==> config.mk <==
export PLATFORM = sky130hd
export DESIGN_NAME = ir_ppm_symbol_encoder
export DESIGN_NICKNAME = d
export VERILOG_FILES = /design/src/irppm_pkg.sv /design/src/irppm_front.sv /design/src/irppm_cmdq.sv /design/src/irppm_back.sv /design/src/ir_ppm_symbol_encoder.sv
export SDC_FILE = /design/constraint.sdc
export NUM_CORES = 1
export LEC_CHECK = 0
export BUFFER_PORTS_ARGS = -buffer_cell sky130_fd_sc_hd__buf_2
export CORE_ASPECT_RATIO = 1.75
export CORE_MARGIN = 2
export CORE_UTILIZATION = 52
export CTS_BUF_LIST = sky130_fd_sc_hd__clkbuf_8
export CTS_CLUSTER_SIZE = 40
export DETAILED_ROUTE_END_ITERATION = 10
export PLACE_DENSITY = 0.89
export REMOVE_ABC_BUFFERS = 1
export SYNTH_ARGS = -nofsm -noshare
export SYNTH_HDL_FRONTEND = slang
export SYNTH_SLANG_ARGS = --single-unit
==> constraint.sdc <==
create_clock -name i_clk -period 2.35 [get_ports i_clk]
set_input_delay 0.1175 -clock i_clk [delete_from_list [all_inputs] [get_ports i_clk]]
set_output_delay 0.1175 -clock i_clk [all_outputs]
set_load 0.1 [all_outputs]
==> src/irppm_pkg.sv <==
package irppm_pkg;

    localparam int unsigned DUR_W    = 8;
    localparam int unsigned PADDR_W  = 5;
    localparam int unsigned PDATA_W  = 32;
    localparam int unsigned CQ_DEPTH = 2;
    localparam int unsigned CQ_AW    = $clog2(CQ_DEPTH);

    // register indexes (paddr[4:2])
    localparam logic [2:0] REG_PULSE_LEVELS     = 3'd0;
    localparam logic [2:0] REG_MARK_LEN_FOUR    = 3'd1;
    localparam logic [2:0] REG_MARK_LEN_SIXTEEN = 3'd2;
    localparam logic [2:0] REG_GAP_SYM_ZERO     = 3'd3;
    localparam logic [2:0] REG_GAP_SYM_ONE      = 3'd4;
    localparam logic [2:0] REG_GAP_SYM_TWO      = 3'd5;
    localparam logic [2:0] REG_GAP_SYM_THREE    = 3'd6;

    // last result index of each phase
    localparam logic [3:0] HDR_LAST    = 4'd15;
    localparam logic [3:0] BODY16_LAST = 4'd3;
    localparam logic [3:0] BODY4_LAST  = 4'd7;

    localparam logic [3:0][7:0] HEADER_BYTES = {8'h40, 8'h00, 8'h00, 8'h00};

    typedef struct packed {
        logic [7:0] frame_byte;
        logic       last_byte;
    } t_in_item;

    typedef struct packed {
        logic [DUR_W-1:0] span_us;
        logic             is_mark;
        logic             closing_mark;
        logic             run_last;
    } t_out_item;

    typedef struct packed {
        logic [7:0] frame_byte;
        logic       last_byte;
        logic       sixteen;
        logic       header;
    } t_cmd;

    typedef struct packed {
        logic                  pulse_levels;
        logic [DUR_W-1:0]      mark_len_four;
        logic [DUR_W-1:0]      mark_len_sixteen;
        logic [3:0][DUR_W-1:0] gap_sym;
    } t_cfg;

    typedef enum logic [2:0] {
        PH_HDR   = 3'b001,
        PH_BODY  = 3'b010,
        PH_CLOSE = 3'b100
    } t_phase;

    function automatic logic [DUR_W-1:0] sixteen_gap(input logic [3:0] nib);
        logic [DUR_W-1:0] g;
        unique case (nib)
            4'd0:  g = 8'd27;
            4'd1:  g = 8'd51;
            4'd2:  g = 8'd35;
            4'd3:  g = 8'd43;
            4'd4:  g = 8'd147;
            4'd5:  g = 8'd123;
            4'd6:  g = 8'd139;
            4'd7:  g = 8'd131;
            4'd8:  g = 8'd83;
            4'd9:  g = 8'd59;
            4'd10: g = 8'd75;
            4'd11: g = 8'd67;
            4'd12: g = 8'd91;
            4'd13: g = 8'd115;
            4'd14: g = 8'd99;
            default: g = 8'd107;
        endcase
        return g;
    endfunction

    // nibble of header symbol s: byte s[2:1], high nibble when s[0]
    function automatic logic [3:0] hdr_nibble(input logic [2:0] s);
        logic [7:0] b;
        b = HEADER_BYTES[s[2:1]];
        return s[0] ? b[7:4] : b[3:0];
    endfunction

endpackage

==> src/irppm_front.sv <==
module irppm_front (
    input  logic              i_clk,
    input  logic              i_rst_n,
    input  irppm_pkg::t_in_item i_item,
    input  logic              i_push,
    output logic              o_full,
    input  logic              i_pulse_levels,
    input  logic              i_q_full,
    output logic              o_q_push,
    output irppm_pkg::t_cmd   o_cmd
);
    import irppm_pkg::*;

    logic r_inside_frame;
    logic n_inside_frame;

    assign o_full   = i_q_full;
    assign o_q_push = i_push && !i_q_full;

    always_comb begin
        o_cmd.frame_byte = i_item.frame_byte;
        o_cmd.last_byte  = i_item.last_byte;
        o_cmd.sixteen    = i_pulse_levels;
        o_cmd.header     = i_pulse_levels && !r_inside_frame;
        n_inside_frame   = r_inside_frame;
        if (o_q_push) begin
            n_inside_frame = !i_item.last_byte;
        end
    end

    always_ff @(posedge i_clk) begin
        if (!i_rst_n) begin
            r_inside_frame <= 1'b0;
        end else begin
            r_inside_frame <= n_inside_frame;
        end
    end

endmodule

==> src/irppm_cmdq.sv <==
module irppm_cmdq (
    input  logic            i_clk,
    input  logic            i_rst_n,
    input  logic            i_push,
    input  irppm_pkg::t_cmd i_cmd,
    output logic            o_full,
    input  logic            i_pop,
    output logic            o_valid,
    output irppm_pkg::t_cmd o_cmd
);
    import irppm_pkg::*;

    t_cmd             r_mem [CQ_DEPTH];
    logic [CQ_AW-1:0] r_wr_ptr;
    logic [CQ_AW-1:0] r_rd_ptr;
    logic [CQ_AW:0]   r_count;
    logic             do_push;
    logic             do_pop;

    assign o_full  = (r_count == (CQ_AW+1)'(CQ_DEPTH));
    assign o_valid = (r_count != '0);
    assign o_cmd   = r_mem[r_rd_ptr];
    assign do_push = i_push && !o_full;
    assign do_pop  = i_pop && o_valid;

    always_ff @(posedge i_clk) begin
        if (do_push) begin
            r_mem[r_wr_ptr] <= i_cmd;
        end
    end

    always_ff @(posedge i_clk) begin
        if (!i_rst_n) begin
            r_wr_ptr <= '0;
            r_rd_ptr <= '0;
            r_count  <= '0;
        end else begin
            if (do_push) begin
                r_wr_ptr <= r_wr_ptr + CQ_AW'(1);
            end
            if (do_pop) begin
                r_rd_ptr <= r_rd_ptr + CQ_AW'(1);
            end
            unique case ({do_push, do_pop})
                2'b10:   r_count <= r_count + (CQ_AW+1)'(1);
                2'b01:   r_count <= r_count - (CQ_AW+1)'(1);
                default: r_count <= r_count;
            endcase
        end
    end

endmodule

==> src/irppm_back.sv <==
module irppm_back (
    input  logic                 i_clk,
    input  logic                 i_rst_n,
    input  irppm_pkg::t_cfg      i_cfg,
    input  logic                 i_cmd_valid,
    input  irppm_pkg::t_cmd      i_cmd,
    output logic                 o_cmd_pop,
    output logic                 o_empty,
    input  logic                 i_pop,
    output irppm_pkg::t_out_item o_result
);
    import irppm_pkg::*;

    t_phase    r_phase;
    t_phase    n_phase;
    logic [3:0] r_cnt;
    logic [3:0] n_cnt;
    t_out_item r_out;
    t_out_item res;
    logic      r_out_valid;
    logic      advance;
    logic      finish;
    t_phase    eff_phase;
    logic [3:0] nib;
    logic [1:0] sym;
    logic [3:0] body_last;

    assign advance   = i_cmd_valid && (!r_out_valid || i_pop);
    assign o_cmd_pop = advance && finish;
    assign o_empty   = !r_out_valid;
    assign o_result  = r_out;
    assign body_last = i_cmd.sixteen ? BODY16_LAST : BODY4_LAST;

    always_comb begin
        // skip the header phase for commands that carry none
        eff_phase = r_phase;
        if (r_phase == PH_HDR && !i_cmd.header) begin
            eff_phase = PH_BODY;
        end
        nib              = '0;
        sym              = i_cmd.frame_byte[{r_cnt[2:1], 1'b0} +: 2];
        res.span_us      = '0;
        res.is_mark      = 1'b0;
        res.closing_mark = 1'b0;
        res.run_last     = 1'b0;
        finish           = 1'b0;
        n_phase          = r_phase;
        n_cnt            = r_cnt + 4'd1;
        unique case (eff_phase)
            PH_HDR: begin
                nib         = hdr_nibble(r_cnt[3:1]);
                res.is_mark = !r_cnt[0];
                res.span_us = r_cnt[0] ? sixteen_gap(nib) : i_cfg.mark_len_sixteen;
                if (r_cnt == HDR_LAST) begin
                    n_phase = PH_BODY;
                    n_cnt   = '0;
                end
            end
            PH_BODY: begin
                nib         = r_cnt[1] ? i_cmd.frame_byte[7:4] : i_cmd.frame_byte[3:0];
                res.is_mark = !r_cnt[0];
                if (i_cmd.sixteen) begin
                    res.span_us = r_cnt[0] ? sixteen_gap(nib) : i_cfg.mark_len_sixteen;
                end else begin
                    res.span_us = r_cnt[0] ? i_cfg.gap_sym[sym] : i_cfg.mark_len_four;
                end
                n_phase = PH_BODY;
                if (r_cnt == body_last) begin
                    n_cnt = '0;
                    if (i_cmd.last_byte) begin
                        n_phase = PH_CLOSE;
                    end else begin
                        finish       = 1'b1;
                        res.run_last = 1'b1;
                        n_phase      = PH_HDR;
                    end
                end
            end
            PH_CLOSE: begin
                res.span_us      = i_cmd.sixteen ? i_cfg.mark_len_sixteen
                                                 : i_cfg.mark_len_four;
                res.is_mark      = 1'b1;
                res.closing_mark = 1'b1;
                res.run_last     = 1'b1;
                finish           = 1'b1;
                n_phase          = PH_HDR;
                n_cnt            = '0;
            end
            default: begin
                n_phase = PH_HDR;
                n_cnt   = '0;
            end
        endcase
    end

    always_ff @(posedge i_clk) begin
        if (advance) begin
            r_out <= res;
        end
    end

    always_ff @(posedge i_clk) begin
        if (!i_rst_n) begin
            r_phase     <= PH_HDR;
            r_cnt       <= '0;
            r_out_valid <= 1'b0;
        end else begin
            if (advance) begin
                r_phase     <= n_phase;
                r_cnt       <= n_cnt;
                r_out_valid <= 1'b1;
            end else if (i_pop) begin
                r_out_valid <= 1'b0;
            end
        end
    end

`ifndef NO_ASSERTIONS
    a_close_is_final_mark: assert property (@(posedge i_clk) disable iff (!i_rst_n)
        (r_out_valid && r_out.closing_mark) |-> (r_out.is_mark && r_out.run_last))
        else $error("closing mark must be a mark ending its transaction");

    a_open_byte_ends_gap: assert property (@(posedge i_clk) disable iff (!i_rst_n)
        (r_out_valid && r_out.run_last && !r_out.closing_mark) |-> !r_out.is_mark)
        else $error("byte without closing mark must end on a gap");

    a_close_needs_last: assert property (@(posedge i_clk) disable iff (!i_rst_n)
        (r_phase == PH_CLOSE) |-> (i_cmd_valid && i_cmd.last_byte))
        else $error("closing phase without a last byte at queue head");

    a_pop_on_run_last: assert property (@(posedge i_clk) disable iff (!i_rst_n)
        o_cmd_pop |=> (r_out_valid && r_out.run_last))
        else $error("command retired without a run_last result");
`endif

endmodule

==> src/ir_ppm_symbol_encoder.sv <==
// IR pulse-position symbol encoder. Push frame bytes (last_byte marks the end of
// a frame); pop alternating carrier marks and gaps in microseconds, one result
// per cycle while a command is queued and the result register is free or popped.
// A 4-level byte gives 8 results, a 16-level byte 4, the first byte of a 16-level
// frame 16 more for the 00 00 00 40 header, and the last byte one closing mark.
// A two-entry command queue lets pushes proceed while earlier bytes are still
// expanding. Registers sit on an APB port at byte offsets 4*i; reads return only
// the stored bits (bit 0 or bits 7:0), zero-extended.
module ir_ppm_symbol_encoder (
    input  logic                         i_clk,
    input  logic                         i_rst_n,
    input  logic                         psel,
    input  logic                         penable,
    input  logic                         pwrite,
    input  logic [irppm_pkg::PADDR_W-1:0] paddr,
    input  logic [irppm_pkg::PDATA_W-1:0] pwdata,
    output logic [irppm_pkg::PDATA_W-1:0] prdata,
    output logic                         pready,
    input  logic                         push,
    output logic                         full,
    input  irppm_pkg::t_in_item          i_item,
    output logic                         empty,
    input  logic                         pop,
    output irppm_pkg::t_out_item         o_result
);
    import irppm_pkg::*;

    t_cfg       r_cfg;
    logic       cfg_wr;
    logic [2:0] reg_idx;
    logic       q_push;
    logic       q_full;
    logic       q_pop;
    logic       q_valid;
    t_cmd       front_cmd;
    t_cmd       head_cmd;

    assign pready  = 1'b1;
    assign reg_idx = paddr[4:2];
    assign cfg_wr  = psel && penable && pwrite && pready;

    always_ff @(posedge i_clk) begin
        if (!i_rst_n) begin
            r_cfg.pulse_levels     <= 1'b1;
            r_cfg.mark_len_four    <= 8'd40;
            r_cfg.mark_len_sixteen <= 8'd21;
            r_cfg.gap_sym[0]       <= 8'd61;
            r_cfg.gap_sym[1]       <= 8'd244;
            r_cfg.gap_sym[2]       <= 8'd122;
            r_cfg.gap_sym[3]       <= 8'd183;
        end else if (cfg_wr) begin
            unique case (reg_idx)
                REG_PULSE_LEVELS:     r_cfg.pulse_levels     <= pwdata[0];
                REG_MARK_LEN_FOUR:    r_cfg.mark_len_four    <= pwdata[7:0];
                REG_MARK_LEN_SIXTEEN: r_cfg.mark_len_sixteen <= pwdata[7:0];
                REG_GAP_SYM_ZERO:     r_cfg.gap_sym[0]       <= pwdata[7:0];
                REG_GAP_SYM_ONE:      r_cfg.gap_sym[1]       <= pwdata[7:0];
                REG_GAP_SYM_TWO:      r_cfg.gap_sym[2]       <= pwdata[7:0];
                REG_GAP_SYM_THREE:    r_cfg.gap_sym[3]       <= pwdata[7:0];
                default: ;
            endcase
        end
    end

    always_comb begin
        unique case (reg_idx)
            REG_PULSE_LEVELS:     prdata = {31'd0, r_cfg.pulse_levels};
            REG_MARK_LEN_FOUR:    prdata = {24'd0, r_cfg.mark_len_four};
            REG_MARK_LEN_SIXTEEN: prdata = {24'd0, r_cfg.mark_len_sixteen};
            REG_GAP_SYM_ZERO:     prdata = {24'd0, r_cfg.gap_sym[0]};
            REG_GAP_SYM_ONE:      prdata = {24'd0, r_cfg.gap_sym[1]};
            REG_GAP_SYM_TWO:      prdata = {24'd0, r_cfg.gap_sym[2]};
            REG_GAP_SYM_THREE:    prdata = {24'd0, r_cfg.gap_sym[3]};
            default:              prdata = '0;
        endcase
    end

    irppm_front u_front (
        .i_clk          (i_clk),
        .i_rst_n        (i_rst_n),
        .i_item         (i_item),
        .i_push         (push),
        .o_full         (full),
        .i_pulse_levels (r_cfg.pulse_levels),
        .i_q_full       (q_full),
        .o_q_push       (q_push),
        .o_cmd          (front_cmd)
    );

    irppm_cmdq u_cmdq (
        .i_clk   (i_clk),
        .i_rst_n (i_rst_n),
        .i_push  (q_push),
        .i_cmd   (front_cmd),
        .o_full  (q_full),
        .i_pop   (q_pop),
        .o_valid (q_valid),
        .o_cmd   (head_cmd)
    );

    irppm_back u_back (
        .i_clk       (i_clk),
        .i_rst_n     (i_rst_n),
        .i_cfg       (r_cfg),
        .i_cmd_valid (q_valid),
        .i_cmd       (head_cmd),
        .o_cmd_pop   (q_pop),
        .o_empty     (empty),
        .i_pop       (pop),
        .o_result    (o_result)
    );

endmodule

-- After elaboration in Yosys (flattened, before gate mapping)
Memory sizes are Yosys's and may differ from the RTL's. A register that Yosys moved wholly into a read port is not among the register bits.
Cells that the tools add are included.
- memories: 3
- output and inout port bits: 46
- flip-flop bits (word level): 73
- RAM bits: 22
- ROM bits: 160
- bits of input ports: 53
- logic and storage cells: 106
- mux-type cells: 33
- eq/ne operators: 16
- shifts and indexed selects: 1
- $add $sub $neg: 5
- reductions and logical operators: 28
- order comparisons: 2
- memory list (memory ; depth ; width ; rd ports ; clocked after Yosys merged registers in ; wr ports ; line ; source):
    (name not given) ; 16 ; 5 ; 1 ; 0 ; 0 ; irppm_pkg.sv:59 ; unique case (nib)
    (name not given) ; 16 ; 5 ; 1 ; 0 ; 0 ; irppm_pkg.sv:59 ;
    u_cmdq.r_mem ; 2 ; 11 ; 1 ; 1 ; 1 ; irppm_cmdq.sv:13 ; t_cmd r_mem [CQ_DEPTH];
- operator list (operator ; count):
    $mux W8 ; 7
    $pmux W8 S7 ; 1
    $bmux W8 S2 ; 2
    $pmux W9 S3 ; 1
    $mux W4 ; 4
    $reduce_and A2 Y1 ; 8
    $mux W3 ; 5
    $eq A3 B3 Y1 const B ; 4
    $eq A3 B1 Y1 const B ; 3
    $eq A3 B2 Y1 const B ; 3
    $logic_and A1 B1 Y1 ; 9
    $mux W1 ; 9
    $pmux W4 S2 ; 1
    $shiftx A8 B4 Y2 ; 1
    $logic_not A1 Y1 ; 6
    $lt A2 B3 Y1 const B ; 2
    $pmux W3 S2 ; 1
    $reduce_bool A2 Y1 ; 3
    $add A4 B1 Y4 const B ; 1
    $eq A2 B2 Y1 const B ; 2
    $eq A4 B4 Y1 ; 1
    $eq A4 B4 Y1 const B ; 1
    $pmux W2 S2 ; 1
    $logic_not A3 Y1 ; 1
    7 further kinds ; 8

-- Depth between registers and ports, before layout
- depth after elaboration: 9
- depth in mapped cells: 11
- gate-level depth less buffers: 9

-- By module
A second synthesis with hierarchy kept.
- cell total of the unflattened synthesis: 539
- area, all modules: 5348.9 um^2
- modules (own cells, without submodules) (module ; times used ; area each (um^2) ; cells each ; seq. area each (um^2)):
    ir_ppm_symbol_encoder ; 1 ; 2493.6 ; 272 ; 980.9
    irppm_back ; 1 ; 1686.6 ; 191 ; 490.5
    irppm_cmdq ; 1 ; 1028.5 ; 60 ; 760.7
    irppm_front ; 1 ; 140.1 ; 16 ; 20.0

-- Worst setup path before layout
No wires, ideal clock.
- kind: reg2reg
- from: register (tool-made name)
- to: register u_cmdq.r_count[1]
- data required time: 2274 ps
- arrival: 2527 ps
- path slack: -253 ps
- setup time: 76 ps
- cell stages (with the launch flop): 11
- clock period less this slack: 2603 ps
- path buffers: 2
- cell sequence: dfxtp_1 -> buf_6 -> buf_12 -> mux2i_1 -> xnor2_1 -> nand3b_1 -> or3_4 -> a21oi_4 -> ha_1 -> or3_1 -> a21boi_0
- RTL lines (item ; line ; source):
    end signal: assignment ; irppm_cmdq.sv:45 ; 2'b10: r_count <= r_count + (CQ_AW+1)'(1);
    end signal: assignment ; irppm_cmdq.sv:46 ; 2'b01: r_count <= r_count - (CQ_AW+1)'(1);
    end signal: assignment ; irppm_cmdq.sv:47 ; default: r_count <= r_count;
    end: declaration ; irppm_cmdq.sv:16 ; logic [CQ_AW:0] r_count;

==> flow_metrics.env <==
export IMPL_wire_per_inst_um=18.5
export IMPL_clkLatencyLatePin_ns=0.37
export IMPL_routabilityCongestion=0.968
export IMPL_synth_edff_count=33
export IMPL_netSwitchingPower_w=0.00150
export IMPL_clkTransAtPathRegs_ns=0.10
export IMPL_cts_buffer_depth=2
export IMPL_layout_nets=676
export IMPL_p_per_area_mw_per_mm2=672
export IMPL_finalClockSkew_ns=0.0151
export IMPL_cts_sinks=96
export IMPL_syn_cell_area_mm2=0.00519
export IMPL_multi_input_area_mm2=0.00273
export IMPL_syn_area_per_cell_um2=9.39
export IMPL_status="complete, no violations"
export IMPL_path_class="flip-flop to flip-flop"
export IMPL_ir_drop_mv=0.502
export IMPL_setup_viol=0
export IMPL_first_global_vias=4502
export IMPL_rsz0062_at_grt="yes"
export IMPL_synth_seq_area_share_pct=43.4
export IMPL_final_common_cell="nand2_1"
export IMPL_io_pins=99
export IMPL_synth_async_reset_ratio_pct=0
export IMPL_grt_overflow_total=0
export IMPL_routed_wl_mm=13.9
export IMPL_route_detailed_drc=0
export IMPL_seqPwrFrac_pct=46.3
export IMPL_vias=4532
export IMPL_arrival_ns=2.65
export IMPL_antenna_found_initial=0
export IMPL_grt_pass1_wl_mm=21.4
export IMPL_fmax_mhz=426
export IMPL_seq_area_mm2=0.00226
export IMPL_pwr_share_comb_pct=29.3
export IMPL_stdcell_area_mm2=0.00595
export IMPL_finalCritPeriodShare_pct=99.8
export IMPL_cts_htree_levels=3
export IMPL_track_usage_pct=25.8
export IMPL_fin_crit_ns=2.34
export IMPL_antenna_cells=0
export IMPL_synth_seq_cells=96
export IMPL_rows=48
export IMPL_die_w_um=79.5
export IMPL_start_util_pct=53.1
export IMPL_root_buffer="clkbuf_8"
export IMPL_p_leak_nw=2.32
export IMPL_end_kind="flip-flop"
export IMPL_crit_required_ns=2.65
export IMPL_hp_class="input pin to flip-flop"
export IMPL_maxCapViolations=0
export IMPL_pwr_share_clk_pct=24.5
export IMPL_cts_buffers_inserted=9
export IMPL_synth_top_flop_cell="dfxtp_1"
export IMPL_start_kind="flip-flop"
export IMPL_hold_viol_final=0
export IMPL_intPower_w=0.00249
export IMPL_first_pass_iters=6
export IMPL_maxSlewHeadroom_pct=49.7
export IMPL_die_y_um=136
export IMPL_grt_max_degree=46
export IMPL_drt_first_iter_violations=536
export IMPL_syn2layout_area_growth_pct=14.6
export IMPL_cts_tree="yes"
export IMPL_synth_distinct_cells=68
export IMPL_maxSlewViolCount=0
export IMPL_final_antenna_net_count=0
export IMPL_total_power_w=0.00400
export IMPL_dp_hpwl_mm=10.1
export IMPL_vias_per_cell=6.04
export IMPL_die_area_mm2=0.0108
export IMPL_switching_share_pct=37.6
export IMPL_synth_cells=553
export IMPL_portBuffers=47
export IMPL_worst_pin_slew_ns=0.755
export IMPL_layout_drive_gt1_share_pct=22.1
export IMPL_placed_cell_area_mm2=0.00555
export IMPL_ys_warn_count=0
export IMPL_core_area_mm2=0.00979
export IMPL_fillers=772
export IMPL_worstPathMaxFanout=3
export IMPL_layout_common_cells="nand2_1, dfxtp_1, buf_2"
==> logic make-up after synthesis <==
group / Yosys count / share of synthesized area, %
simple gates: 212 / 18.6
compound gates: 103 / 14.0
flops: 96 / 43.4
buf+inv: 67 / 7.47
mux: 64 / 14.7
xor+xnor: 6 / 1.01
fa+ha+maj: 3 / 0.723
other cells: 2 / 0.145
==> power groups by stage <==
stage	clock [W]	combinational (W)	sequential [W]
floorplan	0	0.000632	0.00209
global placement	0	0.00108	0.00188
detailed placement	0	0.00111	0.00189
CTS	0.000993	0.00113	0.00185
global route	0.00105	0.00123	0.00186
finish	0.000979	0.00117	0.00185
==> critical path, stage by stage (launching register included) <==
cell and delay [ns]:
dfxtp_4 0.40, mux2i_4 0.24, a21oi_2 0.09, or2_4 0.24, or3_4 0.39, a21oi_4 0.21
ha_4 0.23, or3_1 0.37, a21boi_1 0.12
==> path summary, 6_finish.rpt <==
path | slack (ns) | cells after the start | endpoint | startpoint
setup / recovery | 0.005 | 8 | u_cmdq.r_count[1] | flip-flop
hold / removal | 0.03 | 3 | r_cfg[31] | pwdata[7]
setup reg to reg | 0.005 | 8 | u_cmdq.r_count[1] | flip-flop
hold reg to reg | 0.50 | 2 | r_cfg[8] | r_cfg[8]
==> stage by stage <==
stage                     instances  hold WS, ns  util (%)  setup slack [ns]  TNS, ns
final                           750       0.0313      60.8           0.00529        0
after global routing            750       0.0442      60.8            -0.108   -0.318
after CTS                       744       0.0204      59.5           0.00296        0
after detailed placement        719        0.311      56.7           -0.0826   -0.127
after global placement          719        0.310      56.7           -0.0282  -0.0282
after floorplan                 518        0.179         -            -0.798    -2.96
==> synthesized netlist by cell type, types with 2 or more instances <==
library cell,instances,area share [%]
buf_2,3,0.29
o31a_1,2,0.34
buf_4,26,3.8
a221oi_1,6,1.0
a21oi_1,26,2.5
a22oi_1,5,0.72
mux4_1,2,1.0
o21a_1,2,0.29
nor4_1,4,0.48
mux4_2,5,2.2
or2_2,2,0.24
a31oi_1,2,0.24
xnor2_1,4,0.67
mux2_2,10,2.2
dfxtp_1,63,24
a22o_1,2,0.34
a21boi_0,15,2.2
o31ai_1,4,0.58
nand2_1,99,7.2
and3_1,4,0.48
nor2_1,33,2.4
a222oi_1,3,0.58
nand3_1,30,2.9
xor2_1,2,0.34
and2_1,5,0.60
o22ai_1,2,0.24
nand2b_1,3,0.36
a221o_1,2,0.39
ha_1,3,0.72
clkbuf_1,24,1.7
o21ai_1,2,0.19
buf_1,2,0.14
mux2i_1,45,8.7
nor2b_1,18,2.2
o21ai_0,14,1.3
or3_1,4,0.48
inv_1,9,0.65
o221ai_1,2,0.34
edfxtp_1,33,19
conb_1,2,0.14
nor3_1,2,0.19
==> cell type report <==
cell class              count  area share (%)
repair buffers             91            10.2
flip-flops and latches     96            37.9
clock buffers               9            2.08
well taps                 125            2.63
clock inverters             7           0.799
inverters                   9           0.568
multi-input cells         413            45.8
==> sequential cells by signal (all words and copies together), names as in the netlist, named ones only <==
register / cells
u_cmdq.r_mem: 22
u_back.o_result: 11
u_back.r_out_valid: 1
u_cmdq.r_rd_ptr: 1
u_front.r_inside_frame: 1
r_cfg: 49
u_back.r_phase: 3
u_cmdq.r_count: 2
u_back.r_cnt: 4
u_cmdq.r_wr_ptr: 1
==> repair_timing <==
| action | 4_1_cts | 5_1_grt |
|---|---|---|
| cloned | 0 | 0 |
| buffers inserted | 0 | 6 |
| endpoints found under the hold margin | 18 | 0 |
| pin swaps | 2 | 5 |
| resized for setup | 5 | 19 |
| endpoints found under the setup margin | 5 | 10 |
| hold buffers | 9 | 0 |
==> per-layer routing <==
metal	GRT usage [%]	wire length (µm)	part of all wire, %	vias up
li1	-	-	-	2051
met1	26.2	4550	33	2086
met2	45.1	7200	52	297
met3	4.38	943	6.8	98
met4	21.1	1150	8.3	0
met5	0	0	0	-
No activity file was read; power rests on OpenSTA's default activity.
